[src/okbs_pkg.sv]
// Shared types, register codes and helpers for the offset keyed byte scrambler.
// Depends on nothing; every other file of the block uses it.
`default_nettype none

package okbs_pkg;

    localparam int unsigned KeyBits     = 128;
    localparam int unsigned RotBits     = 7;    // log2(KeyBits)
    localparam int unsigned CfgIdxBits  = 3;
    localparam int unsigned CfgDataBits = 64;

    // Register codes of the configuration port
    typedef enum logic [CfgIdxBits-1:0] {
        CFG_PRIV_HI  = 3'd0,
        CFG_PRIV_LO  = 3'd1,
        CFG_PUB_HI   = 3'd2,
        CFG_PUB_LO   = 3'd3,
        CFG_DECRYPT  = 3'd4
    } t_cfg_idx;

    typedef struct packed {
        logic [7:0]  data_in;
        logic [62:0] file_offset;
        logic        last_in;
    } t_in_item;

    typedef struct packed {
        logic [7:0] data_out;
        logic       last_out;
    } t_out_item;

    typedef struct packed {
        logic [KeyBits-1:0] priv_key;
        logic [KeyBits-1:0] pub_key;
        logic               decrypt;
    } t_cfg;

    // Exchange each pair of adjacent bits
    function automatic logic [7:0] swap_pairs(input logic [7:0] x);
        return ((x & 8'h55) << 1) | ((x & 8'hAA) >> 1);
    endfunction

endpackage

`default_nettype wire

[src/okbs_cfg_regs.sv]
// Configuration register file: both 128-bit keys and the mode bit.
// Depends on okbs_pkg.
`default_nettype none

module okbs_cfg_regs (
    input  wire logic                                i_clk,
    input  wire logic                                i_rst_n,
    input  wire logic                                i_cfg_valid,
    input  wire logic [okbs_pkg::CfgIdxBits-1:0]     i_cfg_index,
    input  wire logic [okbs_pkg::CfgDataBits-1:0]    i_cfg_data,
    output okbs_pkg::t_cfg                           o_cfg
);

    okbs_pkg::t_cfg r_cfg;
    okbs_pkg::t_cfg n_cfg;

    always_comb begin
        n_cfg = r_cfg;
        if (i_cfg_valid) begin
            unique case (okbs_pkg::t_cfg_idx'(i_cfg_index))
                okbs_pkg::CFG_PRIV_HI: n_cfg.priv_key[127:64] = i_cfg_data;
                okbs_pkg::CFG_PRIV_LO: n_cfg.priv_key[63:0]   = i_cfg_data;
                okbs_pkg::CFG_PUB_HI:  n_cfg.pub_key[127:64]  = i_cfg_data;
                okbs_pkg::CFG_PUB_LO:  n_cfg.pub_key[63:0]    = i_cfg_data;
                okbs_pkg::CFG_DECRYPT: n_cfg.decrypt          = i_cfg_data[0];
                default: ;  // drop writes beyond the register list
            endcase
        end
    end

    always_ff @(posedge i_clk) begin
        if (!i_rst_n) begin
            r_cfg <= '0;
        end else begin
            r_cfg <= n_cfg;
        end
    end

    assign o_cfg = r_cfg;

endmodule

`default_nettype wire

[src/okbs_key_byte.sv]
// Picks one byte of a 128-bit key rotated left by a 7-bit amount.
// Depends on okbs_pkg.
`default_nettype none

module okbs_key_byte (
    input  wire logic [okbs_pkg::KeyBits-1:0] i_key,
    input  wire logic [okbs_pkg::RotBits-1:0] i_rot,
    input  wire logic [3:0]                   i_sel,
    output logic [7:0]                        o_byte
);

    logic [okbs_pkg::RotBits-1:0]   pos;
    logic [okbs_pkg::RotBits-1:0]   src;
    logic [2*okbs_pkg::KeyBits-1:0] key_twice;

    // Word sel[3:2] counts from the top, byte sel[1:0] from the bottom of that word
    assign pos       = {~i_sel[3:2], i_sel[1:0], 3'b000};
    // Rotating left by r moves source bit (pos - r) to pos
    assign src       = pos - i_rot;
    assign key_twice = {i_key, i_key};
    assign o_byte    = key_twice[src +: 8];

endmodule

`default_nettype wire

[src/offset_keyed_byte_scrambler.sv]
// Top level of the offset keyed byte scrambler: input register, key byte
// selection, transform and result register. Depends on okbs_pkg,
// okbs_cfg_regs and okbs_key_byte.
//
//  channel   | direction | handshake                   | payload
//  ----------+-----------+-----------------------------+--------------------------
//  command   | in        | start, busy                 | i_item (okbs_pkg::t_in_item)
//  result    | out       | o_valid (one-cycle strobe)  | o_result (t_out_item)
//  config    | in        | i_cfg_valid, o_cfg_ready    | i_cfg_index, i_cfg_data
//
// One item is taken every cycle while busy is low; each passes the input register and
// then the result register before its result strobes out.
// Reset is synchronous, active low; it clears the keys, the mode bit and the
// pipeline valid bits, and busy is high while reset is held.
// The receiver cannot stall, so busy is low whenever reset is released.
`default_nettype none

module offset_keyed_byte_scrambler (
    input  wire logic                                i_clk,
    input  wire logic                                i_rst_n,
    input  wire logic                                start,
    output logic                                     busy,
    input  wire okbs_pkg::t_in_item                  i_item,
    output logic                                     o_valid,
    output okbs_pkg::t_out_item                      o_result,
    input  wire logic                                i_cfg_valid,
    output logic                                     o_cfg_ready,
    input  wire logic [okbs_pkg::CfgIdxBits-1:0]     i_cfg_index,
    input  wire logic [okbs_pkg::CfgDataBits-1:0]    i_cfg_data
);

    okbs_pkg::t_cfg      cfg;
    okbs_pkg::t_in_item  r_in;
    logic                r_in_valid;
    okbs_pkg::t_out_item r_out;
    okbs_pkg::t_out_item n_out;
    logic                r_out_valid;
    logic                accept;

    logic [okbs_pkg::RotBits-1:0] rot_priv;
    logic [okbs_pkg::RotBits-1:0] rot_pub;
    logic [7:0]                   k_priv;
    logic [7:0]                   k_pub;

    assign busy        = !i_rst_n;
    assign accept      = start && !busy;
    assign o_cfg_ready = i_rst_n;

    okbs_cfg_regs u_cfg (
        .i_clk       (i_clk),
        .i_rst_n     (i_rst_n),
        .i_cfg_valid (i_cfg_valid),
        .i_cfg_index (i_cfg_index),
        .i_cfg_data  (i_cfg_data),
        .o_cfg       (cfg)
    );

    always_ff @(posedge i_clk) begin
        if (!i_rst_n) begin
            r_in_valid  <= 1'b0;
            r_out_valid <= 1'b0;
        end else begin
            r_in_valid  <= accept;
            r_out_valid <= r_in_valid;
        end
    end

    always_ff @(posedge i_clk) begin
        if (accept) begin
            r_in <= i_item;
        end
        r_out <= n_out;
    end

    // Block number mod 128 is offset bits 10:4, segment number mod 128 bits 17:11
    assign rot_priv = r_in.file_offset[10:4] + 7'd1;
    assign rot_pub  = r_in.file_offset[17:11] + 7'd1;

    okbs_key_byte u_priv_byte (
        .i_key  (cfg.priv_key),
        .i_rot  (rot_priv),
        .i_sel  (r_in.file_offset[3:0]),
        .o_byte (k_priv)
    );

    okbs_key_byte u_pub_byte (
        .i_key  (cfg.pub_key),
        .i_rot  (rot_pub),
        .i_sel  (r_in.file_offset[3:0]),
        .o_byte (k_pub)
    );

    always_comb begin
        if (cfg.decrypt) begin
            n_out.data_out = okbs_pkg::swap_pairs(r_in.data_in ^ k_priv) ^ k_pub;
        end else begin
            n_out.data_out = okbs_pkg::swap_pairs(r_in.data_in ^ k_pub) ^ k_priv;
        end
        n_out.last_out = r_in.last_in;
    end

    assign o_valid  = r_out_valid;
    assign o_result = r_out;

    // Every accepted item strobes out after passing the input and result registers
    a_accept_to_result: assert property (@(posedge i_clk) disable iff (!i_rst_n)
        accept |-> ##2 o_valid)
        else $error("accepted item produced no result");

    a_result_from_accept: assert property (@(posedge i_clk) disable iff (!i_rst_n)
        o_valid |-> $past(accept, 2))
        else $error("result strobe without an accepted item");

    a_last_passed_on: assert property (@(posedge i_clk) disable iff (!i_rst_n)
        o_valid |-> o_result.last_out == $past(i_item.last_in, 2))
        else $error("last marker not carried with its item");

    // With both keys clear and stable, the transform reduces to the pair swap
    a_zero_key_swap: assert property (@(posedge i_clk) disable iff (!i_rst_n)
        (o_valid && cfg.priv_key == '0 && cfg.pub_key == '0 && $stable(cfg))
        |-> o_result.data_out == okbs_pkg::swap_pairs($past(i_item.data_in, 2)))
        else $error("zero key result is not the pair swap of the input");

endmodule

`default_nettype wire

[config.mk]
export PLATFORM = sky130hd
export DESIGN_NAME = offset_keyed_byte_scrambler
export DESIGN_NICKNAME = d
export VERILOG_FILES = /design/src/okbs_pkg.sv /design/src/okbs_cfg_regs.sv /design/src/okbs_key_byte.sv /design/src/offset_keyed_byte_scrambler.sv
export SDC_FILE = /design/constraint.sdc
export NUM_CORES = 1
export LEC_CHECK = 0
export ABC_CLOCK_PERIOD_IN_PS = 8700
export BUFFER_PORTS_ARGS = -buffer_cell sky130_fd_sc_hd__buf_4
export CORE_ASPECT_RATIO = 2
export CORE_MARGIN = 4
export CORE_UTILIZATION = 50
export DETAILED_ROUTE_END_ITERATION = 6
export PLACE_DENSITY = 0.68
export SYNTH_ARGS = -nofsm -noshare
export SYNTH_HDL_FRONTEND = slang
export SYNTH_SLANG_ARGS = --single-unit
[constraint.sdc]
create_clock -name i_clk -period 8.7 [get_ports i_clk]
set_input_delay 1.305 -clock i_clk [delete_from_list [all_inputs] [get_ports i_clk]]
set_output_delay 1.305 -clock i_clk [all_outputs]
set_load 0.02 [all_outputs]
==> results.json, run 1 <==
{
  "multi_input_area_um2": 12800,
  "htree_levels": 1,
  "synth.top_cell.area_share": 0.268,
  "globalRouteOverflowTotal": 0,
  "synth_top_family_by_area": "multiplexers",
  "row_count": 103,
  "synth_edf_count": 27,
  "synth_cell_types": 74,
  "max_freq_ghz": 0.208,
  "rsz0062_at_grt": "no",
  "io_buffers": 109,
  "cp.arrival_ns": 5.29,
  "ff_latch_area_um2": 6180,
  "worstSetupPathType": "register to register",
  "synthXorXnorAreaFrac": 0.0101,
  "coreArea_um2": 39600,
  "antenna_found_initial": 0,
  "grt_util_all_layers": 0.338,
  "finalCritPeriodShare": 0.552,
  "num_vias": 17500,
  "final_cell_mix": "nand2_1 (583), a21oi_1 (281), dfxtp_1 (268), mux4_2 (229), buf_4 (139)",
  "post-route-min-period_ns": 4.81,
  "start_util": 0.506,
  "swShare": 0.329,
  "synthesis.nets": 2252,
  "worst_clock_skew_ns": 0.0298,
  "clockBufferDepth": 3,
  "pin_count": 155,
  "cts_hold_buf": 0,
  "cts_resized": 0,
  "outcome": "finished clean",
  "synth-seq-cells": 295,
  "postCtsSetupBuffers": 0,
  "worstPathMaxFanout": 45,
  "dpl.hpwl_um": 55900,
  "ys_warn_count": 0,
  "post_synth.cell_area_avg_um2": 9.53,
  "crit_path_end_kind": "register",
  "hold_viol_final": 0,
  "die_area_um2": 43500,
  "seqPwrFrac": 0.390,
  "yosysSeqAreaShare": 0.309,
  "detail_route.wl_per_cell_um": 28.2,
  "final_area_um2": 21700,
  "area_growth_syn_to_layout_pct": 8.59,
  "drt_iter0_markers": 1950,
  "grt_max_degree": 96,
  "routed_wirelength_um": 74200,
  "viasPerCell": 6.66,
  "die_w_um": 149,
  "powerDensity_nw_per_um2": 175,
  "leakage_uw": 0.00746,
  "synthCells": 2101,
  "min_path_type": "register to register",
  "cp.required_ns": 9.19,
  "synth_area_leaders": "dfxtp_1 (27%), mux4_2 (26%), nand2_1 (11%)",
  "place_area_um2": 20700,
  "synth_compound_area_frac": 0.135,
  "switchingPower_uw": 1250,
  "slew_headroom": 0.213,
  "setup_tns_ns": 0,
  "intPower_uw": 2550,
  "maxCapViolations": 0,
  "grt_pass1_vias": 17400,
  "synthArstFlopShare": 0,
  "max_slew.worst_pin.slew_ns": 1.18,
  "cts.sink_count": 295,
  "setup_viol": 0,
  "yosys.area.top_type": "dfxtp_1",
  "cts-root-buf": "clkbuf_16",
  "ys.flop_type": "dfxtp_1",
  "nets": 2237,
  "layout-drive-gt1-share": 0.228,
  "synthSimpleGateAreaFrac": 0.151,
  "cts_tree": "built",
  "grt_pass1_wl_um": 110000,
  "firstDrtPassIters": 7,
  "cts_made_buffers": 29,
  "clock_latency_ns": 0.59,
  "fillCellCount": 3583,
  "gp_congestion": 1.03,
  "final_common_cell": "nand2_1",
  "power_frac_comb": 0.259,
  "synth_fa_ha_area_frac": 0.00575,
  "synthMuxAreaShare": 0.333,
  "ir_drop_uv": 165,
  "p_clk_frac": 0.351,
  "drc": 0,
  "drtAntennaViolNets": 0,
  "dieHeight_um": 291,
  "synthesis.area_um2": 20000,
  "slew_viol_final": 0,
  "start_kind": "register",
  "clkTransAtPathRegs_ns": 0.07
}
stage by stage:
step	std cells	hold WS, ns	utilization	setup slack [ns]	total power [uW]
after floorplan	2101	0.323	-	5.57	2180
after global placement	2580	0.331	0.524	3.98	2470
after detailed placement	2580	0.360	0.524	3.93	2480
after CTS	2634	0.374	0.549	3.93	3800
after global routing	2634	0.379	0.549	3.67	3930
final	2636	0.363	0.549	3.89	3790
layout make-up:
class	count	area share
multi-input cells	1598	0.587
flip-flops and latches	295	0.284
repair buffers	139	0.0480
clock buffers	40	0.0396
well taps	525	0.0302
clock inverters	14	0.00656
inverters	23	0.00420
diodes	2	0.000230
cells in the mapped netlist, types with 23 or more instances:
library cell / number
a21oi_1: 281
buf_2: 29
buf_4: 36
clkbuf_1: 90
dfxtp_1: 268
edfxtp_1: 27
mux2_2: 41
mux2i_1: 83
mux4_2: 229
nand2_1: 584
nand3_1: 23
nor2_1: 55
nor3_1: 26
o21ai_0: 31
o22ai_1: 28
routing by layer:
layer,wire [um],GRT usage,vias up
met1,23700,0.360,8627
met2,39000,0.606,896
met5,0,0,-
met4,6830,0.244,0
met3,4740,0.0379,268
li1,-,-,7754
sequential cells by signal (all words and copies together), names as in the netlist:
| signal | cells |
|---|---|
| n_out | 1 |
| o_result | 9 |
| o_valid | 1 |
| r_in | 26 |
| r_in_valid | 1 |
| u_cfg.o_cfg | 257 |
power groups by stage:
| stage | logic, uW | clock network, uW | registers [uW] |
|---|---|---|---|
| final | 984 | 1330 | 1480 |
| after global placement | 962 | 0 | 1510 |
| after detailed placement | 969 | 0 | 1510 |
| after global routing | 1040 | 1400 | 1480 |
| after floorplan | 672 | 0 | 1510 |
| after CTS | 972 | 1350 | 1480 |
logic make-up after synthesis:
family                   after synthesis
buffers and inverters                208
multiplexers                         361
AND/OR/NAND/NOR                      746
flip-flops                           295
adder cells (fa/ha/maj)                8
XOR/XNOR                              23
AO/OA/AOI/OAI                        460
worst paths after layout:
kind	startpoint	endpoint	slack, ns	cells past startpoint
worst min-delay path	n_out[0]	o_result[0]	0.36	0
worst min register to register	n_out[0]	o_result[0]	0.36	0
worst max-delay path	r_in[1]	o_result[6]	3.89	11
worst max register to register	r_in[1]	o_result[6]	3.89	11
worst max-delay path: stages (launching register included):
cell and delay (ns):
edfxtp_1 0.51, ha_4 0.74, buf_4 0.69, mux4_2 0.38, mux2_2 0.19, nor2_1 0.04, o21ai_0 0.38, a22oi_1 0.16
nor4b_1 0.86, xor2_1 0.34, mux2i_1 0.15, xnor2_1 0.16
Note: power is estimated with default switching activity, not from simulation.
==> inputs of run 2 (changes only) <==
--- a/config.mk
+++ b/config.mk
@@ -5,7 +5,7 @@
 export SDC_FILE = /design/constraint.sdc
 export NUM_CORES = 1
 export LEC_CHECK = 0
-export ABC_CLOCK_PERIOD_IN_PS = 8700
+export ABC_CLOCK_PERIOD_IN_PS = 4990
 export BUFFER_PORTS_ARGS = -buffer_cell sky130_fd_sc_hd__buf_4
 export CORE_ASPECT_RATIO = 2
 export CORE_MARGIN = 4
==> constraint.sdc (replaced) <==
create_clock -name i_clk -period 4.99 [get_ports i_clk]
set_input_delay 0.7485 -clock i_clk [delete_from_list [all_inputs] [get_ports i_clk]]
set_output_delay 0.7485 -clock i_clk [all_outputs]
set_load 0.02 [all_outputs]
==> results.json, run 2 (same netlist as run 1, synthesis figures left out) <==
{
  "p_clk_frac": 0.337,
  "finalCritPeriodShare": 0.868,
  "diodes": 0,
  "worstHoldStart": "i_item[17]",
  "num_vias": 17500,
  "critPathSlowestCell": "fa_2",
  "maxCapViolations": 0,
  "clockBufferDepth": 3,
  "switchingPower_uw": 2140,
  "detail_route.wl_per_cell_um": 28.2,
  "intPower_uw": 4430,
  "routed_wirelength_um": 74500,
  "outcome": "finished clean",
  "dpl.hpwl_um": 56600,
  "slew_viol_final": 0,
  "drt_iter0_markers": 2025,
  "grt_max_degree": 188,
  "hold_viol_final": 0,
  "min_path_type": "primary input to register",
  "rsz0062_at_grt": "no",
  "dieHeight_um": 291,
  "path_cells": "ha_4, inv_1, fa_2, buf_4, mux4_2, mux2_2, mux2i_1, nand3_1, o211ai_1, a221oi_1, xor2_1, mux2i_1, xnor2_1",
  "io_buffers": 109,
  "min_path_cells": 1,
  "antenna_found_initial": 0,
  "hold_ws_ns": 0.332,
  "ir_drop_uv": 262,
  "worstPathMaxFanout": 29,
  "coreArea_um2": 39600,
  "slowest_delay_ns": 1.11,
  "gp_congestion": 1.01,
  "pin_count": 155,
  "layout-drive-gt1-share": 0.230,
  "setup_viol": 0,
  "fillCellCount": 3564,
  "cts_resized": 0,
  "final_common_cell": "nand2_1",
  "start_util": 0.506,
  "cts_made_buffers": 28,
  "power_uw": 6570,
  "largest_reg_flops": 257,
  "ff_latch_area_um2": 6180,
  "post-route-min-period_ns": 4.33,
  "cp.required_ns": 5.46,
  "globalRouteOverflowTotal": 0,
  "cts.sink_count": 295,
  "worst_clock_skew_ns": 0.0186,
  "swShare": 0.326,
  "cts_tree": "built",
  "max_slew.worst_pin.slew_ns": 0.943,
  "power_frac_comb": 0.270,
  "reg2reg_depth": 13,
  "r2r_start": "r_in[1]",
  "postCtsSetupBuffers": 0,
  "final_cell_mix": "nand2_1 (583), a21oi_1 (281), dfxtp_1 (268), mux4_2 (229), buf_4 (143)",
  "htree_levels": 1,
  "seqPwrFrac": 0.393,
  "grt_util_all_layers": 0.337,
  "setup_tns_ns": 0,
  "leakage_uw": 0.00751,
  "grt_pass1_vias": 17200,
  "multi_input_area_um2": 12800,
  "powerDensity_nw_per_um2": 300,
  "nets": 2248,
  "area_growth_syn_to_layout_pct": 9.17,
  "grt_pass1_wl_um": 109000,
  "firstDrtPassIters": 6,
  "slew_headroom": 0.371,
  "worstSetupPathType": "register to register",
  "hold_end": "r_in[17]",
  "reg2reg_to": "o_result[5]",
  "cp.arrival_ns": 4.80,
  "row_count": 103,
  "cts_hold_buf": 0,
  "crit_path_end_kind": "register",
  "cts-root-buf": "clkbuf_16",
  "cpMostUsedCell": "mux2i_1",
  "max_freq_ghz": 0.231,
  "drc": 0,
  "ff2ff_setup_slack_ns": 0.66,
  "die_area_um2": 43500,
  "die_w_um": 149,
  "clkTransAtPathRegs_ns": 0.07,
  "start_kind": "register",
  "clock_latency_ns": 0.58,
  "viasPerCell": 6.63,
  "drtAntennaViolNets": 0
}
==> run 2: changes by cell type in the layout (fill, tap and decap cells not counted) <==
cell | before | now
inv_6 | 5 | 2
clkbuf_16 | 32 | 29
clkbuf_1 | 5 | 7
buf_4 | 139 | 143
clkinv_2 | 3 | 4
inv_8 | 2 | 1
buf_12 | 0 | 8
diode_2 | 2 | 0
bufinv_16 | 1 | 2
==> run 2: metrics by stage <==
stage | setup slack, ns | cells | utilization | instance area, um^2
final | 0.659 | 2643 | 0.552 | 21900
after detailed placement | 0.727 | 2592 | 0.529 | 20900
after CTS | 0.710 | 2643 | 0.552 | 21900
after floorplan | 1.86 | 2101 | - | 20000
after global routing | 0.453 | 2643 | 0.552 | 21900
after global placement | 0.784 | 2592 | 0.529 | 20900
==> run 2: how the worst max path moves through the flow <==
stage | start | slack (ns) | to | cells past startpoint
global placement | r_in[1] | 0.78 | o_result[6] | 14
CTS | r_in[1] | 0.71 | o_result[5] | 13
global route | r_in[2] | 0.45 | o_result[6] | 12
finish | r_in[1] | 0.66 | o_result[5] | 13
floorplan | r_in[8] | 1.86 | o_result[1] | 14
detailed placement | r_in[1] | 0.73 | o_result[5] | 13
==> run 2: area by class of cell <==
type	instances	area share
clock buffers	39	0.0363
inverters	23	0.00418
repair buffers	151	0.0564
multi-input cells	1598	0.584
clock inverters	12	0.00641
well taps	525	0.0301
flip-flops and latches	295	0.283
==> run 2: power by group through the flow <==
stage	clock network [uW]	registers (uW)	logic (uW)
floorplan	0	2630	1170
global placement	0	2630	1730
detailed placement	0	2630	1750
CTS	2230	2580	1750
global route	2330	2590	1880
finish	2210	2580	1770
==> run 2: critical path: cells and delay by family (launching register included) <==
kind | cells | cell delay [ns]
AO/OA/AOI/OAI | 2 | 0.28
XOR/XNOR | 2 | 0.40
adder cells (fa/ha/maj) | 2 | 1.29
flip-flops | 1 | 0.50
multiplexers | 4 | 1.18
AND/OR/NAND/NOR | 1 | 0.12
buffers and inverters | 2 | 0.39
==> run 2: per-layer routing <==
layer	global-route usage	vias to the layer above	wire length [um]
li1	-	7771	-
met3	0.0372	296	4440
met1	0.358	8562	24000
met2	0.603	897	39100
met5	0	-	0
met4	0.248	0	7010
